File: src/design/ffea_pkg.sv
package ffea_pkg;

  // Geometry
  localparam int unsigned MaxExtentsDef = 16;
  localparam int unsigned PageShift     = 12;
  localparam int unsigned AddrW         = 32;
  localparam int unsigned PageW         = AddrW - PageShift;
  localparam int unsigned PagesW        = PageW + 1;
  localparam int unsigned StatusW       = 3;
  localparam int unsigned TotalW        = 5;
  localparam int unsigned CfgIdxW       = 1;

  // Configuration registers
  localparam logic [CfgIdxW-1:0] RegPoolStart = 1'b0;
  localparam logic [CfgIdxW-1:0] RegPoolEnd   = 1'b1;
  localparam logic [AddrW-1:0]   PoolStartRst = 32'h0030_0000;
  localparam logic [AddrW-1:0]   PoolEndRst   = 32'h1FF0_0000;

  typedef enum logic [1:0] {
    CMD_ALLOC = 2'd0,
    CMD_FREE  = 2'd1,
    CMD_INIT  = 2'd2
  } cmd_e;

  typedef enum logic [StatusW-1:0] {
    ST_OK       = 3'd0,
    ST_MISALIGN = 3'd1,
    ST_NOSPACE  = 3'd2,
    ST_FULL     = 3'd3,
    ST_BAD      = 3'd4
  } status_e;

  typedef struct packed {
    logic [1:0]       cmd;
    logic [AddrW-1:0] request_bytes;
    logic [AddrW-1:0] free_start;
    logic [AddrW-1:0] free_end;
  } in_item_t;

  typedef struct packed {
    logic [AddrW-1:0]   phys_addr;
    logic [StatusW-1:0] status;
    logic [TotalW-1:0]  extent_total;
  } out_item_t;

  // One free extent: first page and length in pages
  typedef struct packed {
    logic [PageW-1:0]  base;
    logic [PagesW-1:0] pages;
  } entry_t;

  typedef enum logic [1:0] {
    RD_IDX     = 2'd0,
    RD_SH_NEXT = 2'd1,
    RD_SH_PREV = 2'd2
  } rd_sel_e;

  typedef enum logic [2:0] {
    WR_NONE       = 3'd0,
    WR_PREV_MERGE = 3'd1,
    WR_NEXT_MERGE = 3'd2,
    WR_NEW        = 3'd3,
    WR_SHRINK     = 3'd4,
    WR_SHIFT      = 3'd5
  } wr_sel_e;

  // Controller to datapath
  typedef struct packed {
    logic    load;
    logic    idx_clr;
    logic    idx_inc;
    logic    cap_prev;
    logic    cap_cur;
    logic    sh_load_down;
    logic    sh_load_up;
    logic    sh_inc;
    logic    sh_dec;
    logic    rd_en;
    rd_sel_e rd_sel;
    wr_sel_e wr_sel;
    logic    cnt_inc;
    logic    cnt_dec;
    logic    finish;
    status_e fin_status;
  } ctl_t;

  // Datapath to controller
  typedef struct packed {
    logic    is_alloc;
    logic    chk_fail;
    status_e chk_code;
    logic    scan_end;
    logic    hit;
    logic    exact;
    logic    join_prev;
    logic    join_next;
    logic    full;
    logic    sh_down_more;
    logic    sh_up_more;
  } stat_t;

endpackage

File: src/design/ffea_ctrl.sv
module ffea_ctrl (
  input  logic            clk_i,
  input  logic            rst_ni,
  input  logic            start,
  output logic            busy,
  input  ffea_pkg::stat_t stat_i,
  output ffea_pkg::ctl_t  ctl_o
);

  typedef enum logic [9:0] {
    S_IDLE    = 10'b00_0000_0001,
    S_CHECK   = 10'b00_0000_0010,
    S_SCAN_RD = 10'b00_0000_0100,
    S_SCAN_EV = 10'b00_0000_1000,
    S_ALLOC   = 10'b00_0001_0000,
    S_DECIDE  = 10'b00_0010_0000,
    S_SHD_RD  = 10'b00_0100_0000,
    S_SHD_WR  = 10'b00_1000_0000,
    S_SHU_RD  = 10'b01_0000_0000,
    S_SHU_WR  = 10'b10_0000_0000
  } state_e;

  state_e state_q, state_d;

  // Hold state
  always_ff @(posedge clk_i or negedge rst_ni) begin
    if (!rst_ni) begin
      state_q <= S_IDLE;
    end else begin
      state_q <= state_d;
    end
  end

  assign busy = (state_q != S_IDLE);

  // Sequence one command through check, scan, update and shift
  always_comb begin
    state_d          = state_q;
    ctl_o            = '0;
    ctl_o.rd_sel     = ffea_pkg::RD_IDX;
    ctl_o.wr_sel     = ffea_pkg::WR_NONE;
    ctl_o.fin_status = ffea_pkg::ST_OK;
    case (state_q)
      S_IDLE: begin
        if (start) begin
          ctl_o.load = 1'b1;
          state_d    = S_CHECK;
        end
      end
      S_CHECK: begin
        if (stat_i.chk_fail) begin
          ctl_o.finish     = 1'b1;
          ctl_o.fin_status = stat_i.chk_code;
          state_d          = S_IDLE;
        end else begin
          ctl_o.idx_clr = 1'b1;
          state_d       = S_SCAN_RD;
        end
      end
      S_SCAN_RD: begin
        if (stat_i.scan_end) begin
          if (stat_i.is_alloc) begin
            ctl_o.finish     = 1'b1;
            ctl_o.fin_status = ffea_pkg::ST_NOSPACE;
            state_d          = S_IDLE;
          end else begin
            state_d = S_DECIDE;
          end
        end else begin
          ctl_o.rd_en = 1'b1;
          state_d     = S_SCAN_EV;
        end
      end
      S_SCAN_EV: begin
        if (stat_i.hit) begin
          ctl_o.cap_cur = 1'b1;
          state_d       = stat_i.is_alloc ? S_ALLOC : S_DECIDE;
        end else begin
          ctl_o.cap_prev = 1'b1;
          ctl_o.idx_inc  = 1'b1;
          state_d        = S_SCAN_RD;
        end
      end
      S_ALLOC: begin
        if (stat_i.exact) begin
          ctl_o.sh_load_down = 1'b1;
          state_d            = S_SHD_RD;
        end else begin
          ctl_o.wr_sel = ffea_pkg::WR_SHRINK;
          ctl_o.finish = 1'b1;
          state_d      = S_IDLE;
        end
      end
      S_DECIDE: begin
        if (stat_i.join_prev) begin
          ctl_o.wr_sel = ffea_pkg::WR_PREV_MERGE;
          if (stat_i.join_next) begin
            ctl_o.sh_load_down = 1'b1;
            state_d            = S_SHD_RD;
          end else begin
            ctl_o.finish = 1'b1;
            state_d      = S_IDLE;
          end
        end else if (stat_i.join_next) begin
          ctl_o.wr_sel = ffea_pkg::WR_NEXT_MERGE;
          ctl_o.finish = 1'b1;
          state_d      = S_IDLE;
        end else if (stat_i.full) begin
          ctl_o.finish     = 1'b1;
          ctl_o.fin_status = ffea_pkg::ST_FULL;
          state_d          = S_IDLE;
        end else begin
          ctl_o.sh_load_up = 1'b1;
          state_d          = S_SHU_RD;
        end
      end
      // Close the gap: move entries above the removed one down by one
      S_SHD_RD: begin
        if (stat_i.sh_down_more) begin
          ctl_o.rd_en  = 1'b1;
          ctl_o.rd_sel = ffea_pkg::RD_SH_NEXT;
          state_d      = S_SHD_WR;
        end else begin
          ctl_o.cnt_dec = 1'b1;
          ctl_o.finish  = 1'b1;
          state_d       = S_IDLE;
        end
      end
      S_SHD_WR: begin
        ctl_o.wr_sel = ffea_pkg::WR_SHIFT;
        ctl_o.sh_inc = 1'b1;
        state_d      = S_SHD_RD;
      end
      // Open a gap: move entries from the top down to the insert slot up by one
      S_SHU_RD: begin
        if (stat_i.sh_up_more) begin
          ctl_o.rd_en  = 1'b1;
          ctl_o.rd_sel = ffea_pkg::RD_SH_PREV;
          state_d      = S_SHU_WR;
        end else begin
          ctl_o.wr_sel  = ffea_pkg::WR_NEW;
          ctl_o.cnt_inc = 1'b1;
          ctl_o.finish  = 1'b1;
          state_d       = S_IDLE;
        end
      end
      S_SHU_WR: begin
        ctl_o.wr_sel = ffea_pkg::WR_SHIFT;
        ctl_o.sh_dec = 1'b1;
        state_d      = S_SHU_RD;
      end
      default: begin
        state_d = S_IDLE;
      end
    endcase
  end

endmodule

File: src/design/ffea_dpath.sv
module ffea_dpath #(
  parameter int unsigned MAX_EXTENTS = ffea_pkg::MaxExtentsDef
) (
  input  logic                          clk_i,
  input  logic                          rst_ni,
  input  logic                          cfg_we_i,
  input  logic [ffea_pkg::CfgIdxW-1:0]  cfg_idx_i,
  input  logic [ffea_pkg::AddrW-1:0]    cfg_wdata_i,
  input  ffea_pkg::in_item_t            item_i,
  input  ffea_pkg::ctl_t                ctl_i,
  output ffea_pkg::stat_t               stat_o,
  output logic                          done_o,
  output ffea_pkg::out_item_t           result_o
);

  localparam int unsigned CntW   = $clog2(MAX_EXTENTS + 1);
  localparam int unsigned IdxW   = $clog2(MAX_EXTENTS);
  localparam int unsigned PS     = ffea_pkg::PageShift;
  localparam int unsigned AW     = ffea_pkg::AddrW;
  localparam int unsigned PageW  = ffea_pkg::PageW;
  localparam int unsigned PagesW = ffea_pkg::PagesW;

  // Pool registers
  logic [AW-1:0] pool_start_q, pool_end_q;

  // Latched command
  logic [1:0]    cmd_q;
  logic [AW-1:0] req_q, fs_q, fe_q;

  // Table bookkeeping
  logic [CntW-1:0] cnt_q, cnt_d;
  logic [CntW-1:0] idx_q, sh_q;
  logic [CntW-1:0] sh_next, sh_prev, idx_prev;
  ffea_pkg::entry_t prev_q, cur_q, rd_data_q;
  ffea_pkg::entry_t mem [MAX_EXTENTS];

  // Result register
  logic                done_q;
  ffea_pkg::out_item_t result_q;

  // Derived page quantities
  logic [PageW-1:0]  need, sp, np;
  logic              is_alloc, is_free;
  logic [PageW+1:0]  prev_end;
  logic [PageW:0]    new_end;

  // Memory access
  logic             wr_en;
  logic [IdxW-1:0]  wr_addr, rd_addr;
  ffea_pkg::entry_t wr_data;
  logic [PagesW-1:0] merge_add;
  logic [31:0]       cnt_wide;

  assign need     = req_q[AW-1:PS];
  assign sp       = fs_q[AW-1:PS];
  assign np       = fe_q[AW-1:PS] - fs_q[AW-1:PS];
  assign is_alloc = (cmd_q == ffea_pkg::CMD_ALLOC);
  assign is_free  = (cmd_q == ffea_pkg::CMD_FREE) || (cmd_q == ffea_pkg::CMD_INIT);
  assign prev_end = {2'b00, prev_q.base} + {1'b0, prev_q.pages};
  assign new_end  = {1'b0, sp} + {1'b0, np};
  assign sh_next  = sh_q + CntW'(1);
  assign sh_prev  = sh_q - CntW'(1);
  assign idx_prev = idx_q - CntW'(1);

  // Write configuration registers
  always_ff @(posedge clk_i or negedge rst_ni) begin
    if (!rst_ni) begin
      pool_start_q <= ffea_pkg::PoolStartRst;
      pool_end_q   <= ffea_pkg::PoolEndRst;
    end else if (cfg_we_i) begin
      case (cfg_idx_i)
        ffea_pkg::RegPoolStart: pool_start_q <= cfg_wdata_i;
        ffea_pkg::RegPoolEnd:   pool_end_q   <= cfg_wdata_i;
        default: ;
      endcase
    end
  end

  // Capture the item; init takes its range from the pool registers
  always_ff @(posedge clk_i) begin
    if (ctl_i.load) begin
      cmd_q <= item_i.cmd;
      req_q <= item_i.request_bytes;
      if (item_i.cmd == ffea_pkg::CMD_INIT) begin
        fs_q <= pool_start_q;
        fe_q <= pool_end_q;
      end else begin
        fs_q <= item_i.free_start;
        fe_q <= item_i.free_end;
      end
    end
  end

  // Check alignment and range; report scan and merge conditions
  always_comb begin
    stat_o.chk_fail = 1'b1;
    stat_o.chk_code = ffea_pkg::ST_BAD;
    if (is_alloc) begin
      if (req_q[PS-1:0] != '0) begin
        stat_o.chk_code = ffea_pkg::ST_MISALIGN;
      end else if (req_q == '0) begin
        stat_o.chk_code = ffea_pkg::ST_BAD;
      end else begin
        stat_o.chk_fail = 1'b0;
      end
    end else if (is_free) begin
      if ((fs_q[PS-1:0] != '0) || (fe_q[PS-1:0] != '0)) begin
        stat_o.chk_code = ffea_pkg::ST_MISALIGN;
      end else if (fe_q <= fs_q) begin
        stat_o.chk_code = ffea_pkg::ST_BAD;
      end else begin
        stat_o.chk_fail = 1'b0;
      end
    end
    stat_o.is_alloc     = is_alloc;
    stat_o.scan_end     = (idx_q >= cnt_q);
    stat_o.hit          = is_alloc ? (rd_data_q.pages >= {1'b0, need})
                                   : (rd_data_q.base >= sp);
    stat_o.exact        = (cur_q.pages == {1'b0, need});
    stat_o.join_prev    = (idx_q != '0) && (prev_end == {2'b00, sp});
    stat_o.join_next    = (idx_q < cnt_q) && (new_end == {1'b0, cur_q.base});
    stat_o.full         = (cnt_q >= CntW'(MAX_EXTENTS));
    stat_o.sh_down_more = (sh_next < cnt_q);
    stat_o.sh_up_more   = (sh_q > idx_q);
  end

  // Advance scan index, shift pointer and entry count
  always_comb begin
    cnt_d = cnt_q;
    if (ctl_i.load && (item_i.cmd == ffea_pkg::CMD_INIT)) begin
      cnt_d = '0;
    end else if (ctl_i.cnt_inc) begin
      cnt_d = cnt_q + CntW'(1);
    end else if (ctl_i.cnt_dec) begin
      cnt_d = cnt_q - CntW'(1);
    end
  end

  always_ff @(posedge clk_i or negedge rst_ni) begin
    if (!rst_ni) begin
      cnt_q <= '0;
      idx_q <= '0;
      sh_q  <= '0;
    end else begin
      cnt_q <= cnt_d;
      if (ctl_i.idx_clr) begin
        idx_q <= '0;
      end else if (ctl_i.idx_inc) begin
        idx_q <= idx_q + CntW'(1);
      end
      if (ctl_i.sh_load_down) begin
        sh_q <= idx_q;
      end else if (ctl_i.sh_load_up) begin
        sh_q <= cnt_q;
      end else if (ctl_i.sh_inc) begin
        sh_q <= sh_next;
      end else if (ctl_i.sh_dec) begin
        sh_q <= sh_prev;
      end
    end
  end

  // Hold the neighbors of the scan position
  always_ff @(posedge clk_i) begin
    if (ctl_i.cap_prev) begin
      prev_q <= rd_data_q;
    end
    if (ctl_i.cap_cur) begin
      cur_q <= rd_data_q;
    end
  end

  // Select the table read address
  always_comb begin
    case (ctl_i.rd_sel)
      ffea_pkg::RD_IDX:     rd_addr = idx_q[IdxW-1:0];
      ffea_pkg::RD_SH_NEXT: rd_addr = sh_next[IdxW-1:0];
      ffea_pkg::RD_SH_PREV: rd_addr = sh_prev[IdxW-1:0];
      default:              rd_addr = idx_q[IdxW-1:0];
    endcase
  end

  // Build the table write
  assign merge_add = stat_o.join_next ? cur_q.pages : '0;

  always_comb begin
    wr_en   = 1'b1;
    wr_addr = idx_q[IdxW-1:0];
    wr_data = rd_data_q;
    case (ctl_i.wr_sel)
      ffea_pkg::WR_PREV_MERGE: begin
        wr_addr       = idx_prev[IdxW-1:0];
        wr_data.base  = prev_q.base;
        wr_data.pages = prev_q.pages + {1'b0, np} + merge_add;
      end
      ffea_pkg::WR_NEXT_MERGE: begin
        wr_data.base  = sp;
        wr_data.pages = cur_q.pages + {1'b0, np};
      end
      ffea_pkg::WR_NEW: begin
        wr_data.base  = sp;
        wr_data.pages = {1'b0, np};
      end
      ffea_pkg::WR_SHRINK: begin
        wr_data.base  = cur_q.base + need;
        wr_data.pages = cur_q.pages - {1'b0, need};
      end
      ffea_pkg::WR_SHIFT: begin
        wr_addr = sh_q[IdxW-1:0];
      end
      default: begin
        wr_en = 1'b0;
      end
    endcase
  end

  // Extent table: one write port, one registered read port
  always_ff @(posedge clk_i) begin
    if (wr_en) begin
      mem[wr_addr] <= wr_data;
    end
    if (ctl_i.rd_en) begin
      rd_data_q <= mem[rd_addr];
    end
  end

  // Register the result item and its done flag
  assign cnt_wide = 32'(cnt_d);

  always_ff @(posedge clk_i or negedge rst_ni) begin
    if (!rst_ni) begin
      done_q <= 1'b0;
    end else begin
      done_q <= ctl_i.finish;
    end
  end

  always_ff @(posedge clk_i) begin
    if (ctl_i.finish) begin
      result_q.status       <= ctl_i.fin_status;
      result_q.extent_total <= cnt_wide[ffea_pkg::TotalW-1:0];
      if (is_alloc && (ctl_i.fin_status == ffea_pkg::ST_OK)) begin
        result_q.phys_addr <= {cur_q.base, {PS{1'b0}}};
      end else begin
        result_q.phys_addr <= '0;
      end
    end
  end

  assign done_o   = done_q;
  assign result_o = result_q;

endmodule

File: src/design/first_fit_extent_allocator_unit.sv
// First-fit allocator over an address-sorted table of free 4 KiB-page extents.
// Pulse start with a command while busy is low: alloc returns the page-aligned
// base of the low part of the first extent big enough, free inserts a range and
// merges it with exactly touching neighbors, init reloads the table with the
// pool_start..pool_end range. Every command yields one result on result_o,
// marked by done_o for exactly one cycle; there is no back-pressure, so capture
// it in that cycle. busy is already low when done_o rises, and the next start
// may be given then. A command rejected on its checks ends in the check state;
// the extent table has one write port and one registered read port, so every
// entry scanned passes through a read and an evaluate state, and every entry
// moved on insert or removal through a read and a write state.
// The table comes out of reset empty; no clearing pass is needed.
// Configuration writes are taken at any cycle and belong in idle periods.
module first_fit_extent_allocator_unit #(
  parameter int unsigned MAX_EXTENTS = ffea_pkg::MaxExtentsDef
) (
  input  logic                         clk_i,
  input  logic                         rst_ni,
  input  logic                         cfg_we_i,
  input  logic [ffea_pkg::CfgIdxW-1:0] cfg_idx_i,
  input  logic [ffea_pkg::AddrW-1:0]   cfg_wdata_i,
  input  logic                         start,
  output logic                         busy,
  input  ffea_pkg::in_item_t           item_i,
  output logic                         done_o,
  output ffea_pkg::out_item_t          result_o
);

  ffea_pkg::ctl_t  ctl;
  ffea_pkg::stat_t stat;

  ffea_ctrl u_ctrl (
    .clk_i  (clk_i),
    .rst_ni (rst_ni),
    .start  (start),
    .busy   (busy),
    .stat_i (stat),
    .ctl_o  (ctl)
  );

  ffea_dpath #(
    .MAX_EXTENTS (MAX_EXTENTS)
  ) u_dpath (
    .clk_i       (clk_i),
    .rst_ni      (rst_ni),
    .cfg_we_i    (cfg_we_i),
    .cfg_idx_i   (cfg_idx_i),
    .cfg_wdata_i (cfg_wdata_i),
    .item_i      (item_i),
    .ctl_i       (ctl),
    .stat_o      (stat),
    .done_o      (done_o),
    .result_o    (result_o)
  );

endmodule

File: config.mk
export PLATFORM = sky130hd
export DESIGN_NAME = first_fit_extent_allocator_unit
export DESIGN_NICKNAME = d
export VERILOG_FILES = /design/src/design/ffea_pkg.sv /design/src/design/ffea_ctrl.sv /design/src/design/ffea_dpath.sv /design/src/design/first_fit_extent_allocator_unit.sv
export SDC_FILE = /design/constraint.sdc
export NUM_CORES = 2
export LEC_CHECK = 0
export BUFFER_PORTS_ARGS = -buffer_cell sky130_fd_sc_hd__buf_2
export CAP_MARGIN = 20
export CELL_PAD_IN_SITES_DETAIL_PLACEMENT = 0
export CELL_PAD_IN_SITES_GLOBAL_PLACEMENT = 2
export CORE_MARGIN = 5
export CORE_UTILIZATION = 49
export DETAILED_ROUTE_END_ITERATION = 6
export GPL_TIMING_DRIVEN = 0
export MAX_ROUTING_LAYER = met4
export PLACE_DENSITY = 0.86
export SYNTH_ARGS = -nofsm -noshare
export SYNTH_HDL_FRONTEND = slang
export SYNTH_HIERARCHICAL = 1
export SYNTH_SLANG_ARGS = --single-unit
File: constraint.sdc
create_clock -name clk_i -period 19.95 [get_ports clk_i]
set_input_delay 3.99 -clock clk_i [delete_from_list [all_inputs] [get_ports clk_i]]
set_output_delay 3.99 -clock clk_i [all_outputs]
set_load 0.02 [all_outputs]
==> flow_summary.ini <==
[run_status]
outcome = complete, no violations

[placement]
io_buffer_count = 164
gpl.final_weighted_congestion = 0.9835
dp_hpwl_um = 111800
placed_cells = 4982

[power]
sw_frac_of_total_pct = 33.26
ir_drop_mv = 0.08599
p_clk_share_pct = 31.0
power.total_mw = 6.253
pwr-share-seq_pct = 38.7
static-leakage-power_nw = 20.80
p_switching_mw = 2.080
internal-power_mw = 4.173
power.share.combinational_pct = 30.3
power_density_nw_per_um2 = 110.7

[synthesis]
syn_inst = 3442
share_of_async_settable_or_async_resettable_flops_after_synthesis_pct = 9.045
synthTopCellsByArea = sky130_fd_sc_hd__edfxtp_1 55%, sky130_fd_sc_hd__mux4_2 7.6%, sky130_fd_sc_hd__ha_1 5.5%, sky130_fd_sc_hd__dfrtp_1 4.0%, sky130_fd_sc_hd__mux2_2 3.0%
synth.lib_cells_used.distinct = 103
postSynth.topFlopCell = sky130_fd_sc_hd__edfxtp_1
yosysWarnings = 6
synth.most_common_cell = sky130_fd_sc_hd__edfxtp_1
synth_area_leader_cell = sky130_fd_sc_hd__edfxtp_1
synth_common_cells = 905 x sky130_fd_sc_hd__edfxtp_1, 215 x sky130_fd_sc_hd__ha_1, 198 x sky130_fd_sc_hd__nor2_1
synthesis.area_per_instance_um2 = 14.28
seq_cells_post_synth = 995
syn-cell-area_um2 = 49150
synth-edff-count = 905
synth.top_cell.area_share_pct = 55.29
synth-seq-area-share_pct = 59.90

[die]
die_width_um = 326.7
floorplan.rows = 116
initial_core_util_pct = 49.22
boundaryPins = 177
die_y_um = 326.7
floorplan.core_area_um2 = 99860
design.die.area_um2 = 106700

[timing]
setup_total_negative_slack_ps = 0
maxSlewViolCount = 0
maxSlewHeadroom_pct = 19.91
fin_crit_sh_pct = 63.45
max_clock_freq_ghz = 0.07900
hold_ws_ps = 487.5
hold_violations = 0
period_minus_slack_ps = 12660
grt_setup_unrepaired = no
timing.final.setup_violations = 0
max_slew.worst_pin.slew_ps = 1193
worst_clock_skew_ps = 53.88

[worst_setup_path]
worstPathRequired_ps = 20360
worstPathBufferInverterCount = 4
timing.critical_path.slowest_stage_cell = sky130_fd_sc_hd__nor4_1
crit_path_max_incr_delay_ps = 930
timing.critical_path.fanout_max = 16
critical_path.most_common_cell = sky130_fd_sc_hd__ha_1
cp-start-kind = register
worst_setup_path_end_kind = register
worstSetupPathType = reg -> reg
worst_ep_arrival_time_ps = 13070
path_delay_family = compound AO/OA/AOI/OAI gates

[clocking]
cts_root_buffer = sky130_fd_sc_hd__clkbuf_16
cts_inserted_buffers = 102
clk-insertion-delay-late_ps = 710
cts.htree.levels = 3
clock_tree_from_tritoncts = built
clockBufferDepth = 3
holdBufCountCts = 0
cts_repair_resize_count = 0
cts_sinks = 995
post-cts-setup-buffers = 0
worst_setup_hold_path_clk_slew_ps = 60

[global_route]
grt_remaining_overflow = 0
initial_antenna_violation_count = 1
first_global_vias = 31263
wire_length_of_the_first_global_routing_pass_um = 213700
grt_max_degree = 48
gr-usage-all-layers_pct = 28.22

[finish]
fillers = 7989
area_delta_synth_final_pct = 14.95
num_antenna_cells = 0
numnets_final = 4172
finalNonFillerCells = 5177
final_layout_size_suffix_gt1_share_pct = 20.42

[route]
drc_errors = 0
ant_nets = 0
detailedRoute.firstIterationViolations = 3256
drt_via_density = 6.060
detail_route.first_pass.iterations = 6
routed_wl_um = 147400
wl_per_cell_um = 28.47
detailroute.via_count = 31371

[run]
max-cap-violations = 0

[hold_path]
worst_hold_path_type = reg -> reg
layer usage:
metal  routed length (um)  share of wire [%]  up-vias  track usage, %
met5                    0                  0        -               -
met4                 6962                4.7        0           11.35
met3                 9788                6.6      245           3.568
met2                69630                 47     1250           44.45
met1                61030                 41    15812           37.78
li1                     -                  -    14064               -
through the flow:
stage                     cell area [um2]  worst slack [ps]  utilization, %
final                               56500              7292           56.59
after global placement              51640              5766           51.72
after detailed placement            52980              7588           53.06
after floorplan                     49200             10990               -
after CTS                           56410              7524           56.49
after global routing                56500              6538           56.59
worst register-to-register path, delay by kind of cell, from the launching register on:
kind	cells	cell delay [ps]
compound gates	14	4140
xor+xnor	2	1280
fa+ha+maj	5	2200
buf+inv	4	1250
flops	1	490
mux	1	410
simple gates	10	2590
worst paths after layout:
check                                     startpoint                        to  slack, ps  cells past startpoint
worst max-delay path                u_dpath/fs_q[12]        u_dpath/mem[5][19]       7290                     36
worst min-delay path            u_dpath/rd_data_q[0]         u_dpath/prev_q[0]        490                      0
worst max register to register      u_dpath/fs_q[12]        u_dpath/mem[5][19]       7290                     36
worst min register to register  u_dpath/rd_data_q[0]         u_dpath/prev_q[0]        490                      0
max in group asynchronous                     rst_ni    u_dpath/pool_end_q[28]      15900                      2
min in group asynchronous                     rst_ni  u_dpath/pool_start_q[17]       3330                      1
cell usage in the layout (no fill, tap or decap), drive strengths merged, types with 12 or more instances in the layout:
cell	instances
edfxtp	905
buf	293
ha	215
clkbuf	199
nor2	198
inv	182
a21oi	173
mux4	165
nand2	141
mux2	132
o21ai	95
xnor2	87
dfrtp	78
a211oi	73
a21o	69
xor2	63
nor2b	63
mux2i	61
nor3	49
o22ai	48
clkinv	48
nand3	43
o21a	38
nor4	35
and2	33
nand2b	32
nand4	32
fa	27
a31oi	23
o21bai	16
o211ai	14
bufinv	13
conb	13
or3	13
dfstp	12
and3	12
power groups by stage:
stage | clock network, mW | logic (mW) | registers, mW
after floorplan | 0 | 1.26 | 2.44
after global placement | 0 | 1.85 | 2.47
after detailed placement | 0 | 1.87 | 2.46
after CTS | 1.97 | 1.88 | 2.42
after global routing | 2.07 | 2.06 | 2.42
final | 1.94 | 1.90 | 2.42
final cells by class:
cell class | count | area (um2) | share of cell area (%)
flip-flops and latches | 995 | 29440 | 52.11
multi-input cells | 2140 | 18720 | 33.12
clock buffers | 117 | 2630 | 4.655
repair buffers | 237 | 2022 | 3.578
well taps | 1298 | 1624 | 2.874
clock inverters | 71 | 799.5 | 1.415
inverters | 181 | 679.4 | 1.202
plain buffers | 138 | 589.3 | 1.043
state kept, by name, indices dropped and copies added (netlist names), 32 cells and up:
register / cells
u_dpath/fe_q: 32
u_dpath/req_q: 32
u_dpath/rd_data_q: 41
u_dpath/pool_start_q: 32
u_dpath/prev_q: 41
u_dpath/cur_q: 41
u_dpath/mem: 656
u_dpath/pool_end_q: 32
u_dpath/fs_q: 32
kinds of logic after synthesis:
logic type      Yosys count  share of synthesized area, %
compound gates          671                         9.115
xor+xnor                150                         2.673
fa+ha+maj               242                         6.572
buf+inv                 319                         2.581
flops                   995                         59.90
mux                     358                         11.83
other cells               1                      0.007629
simple gates            706                         7.323
No activity file was read; power rests on OpenSTA's default activity.
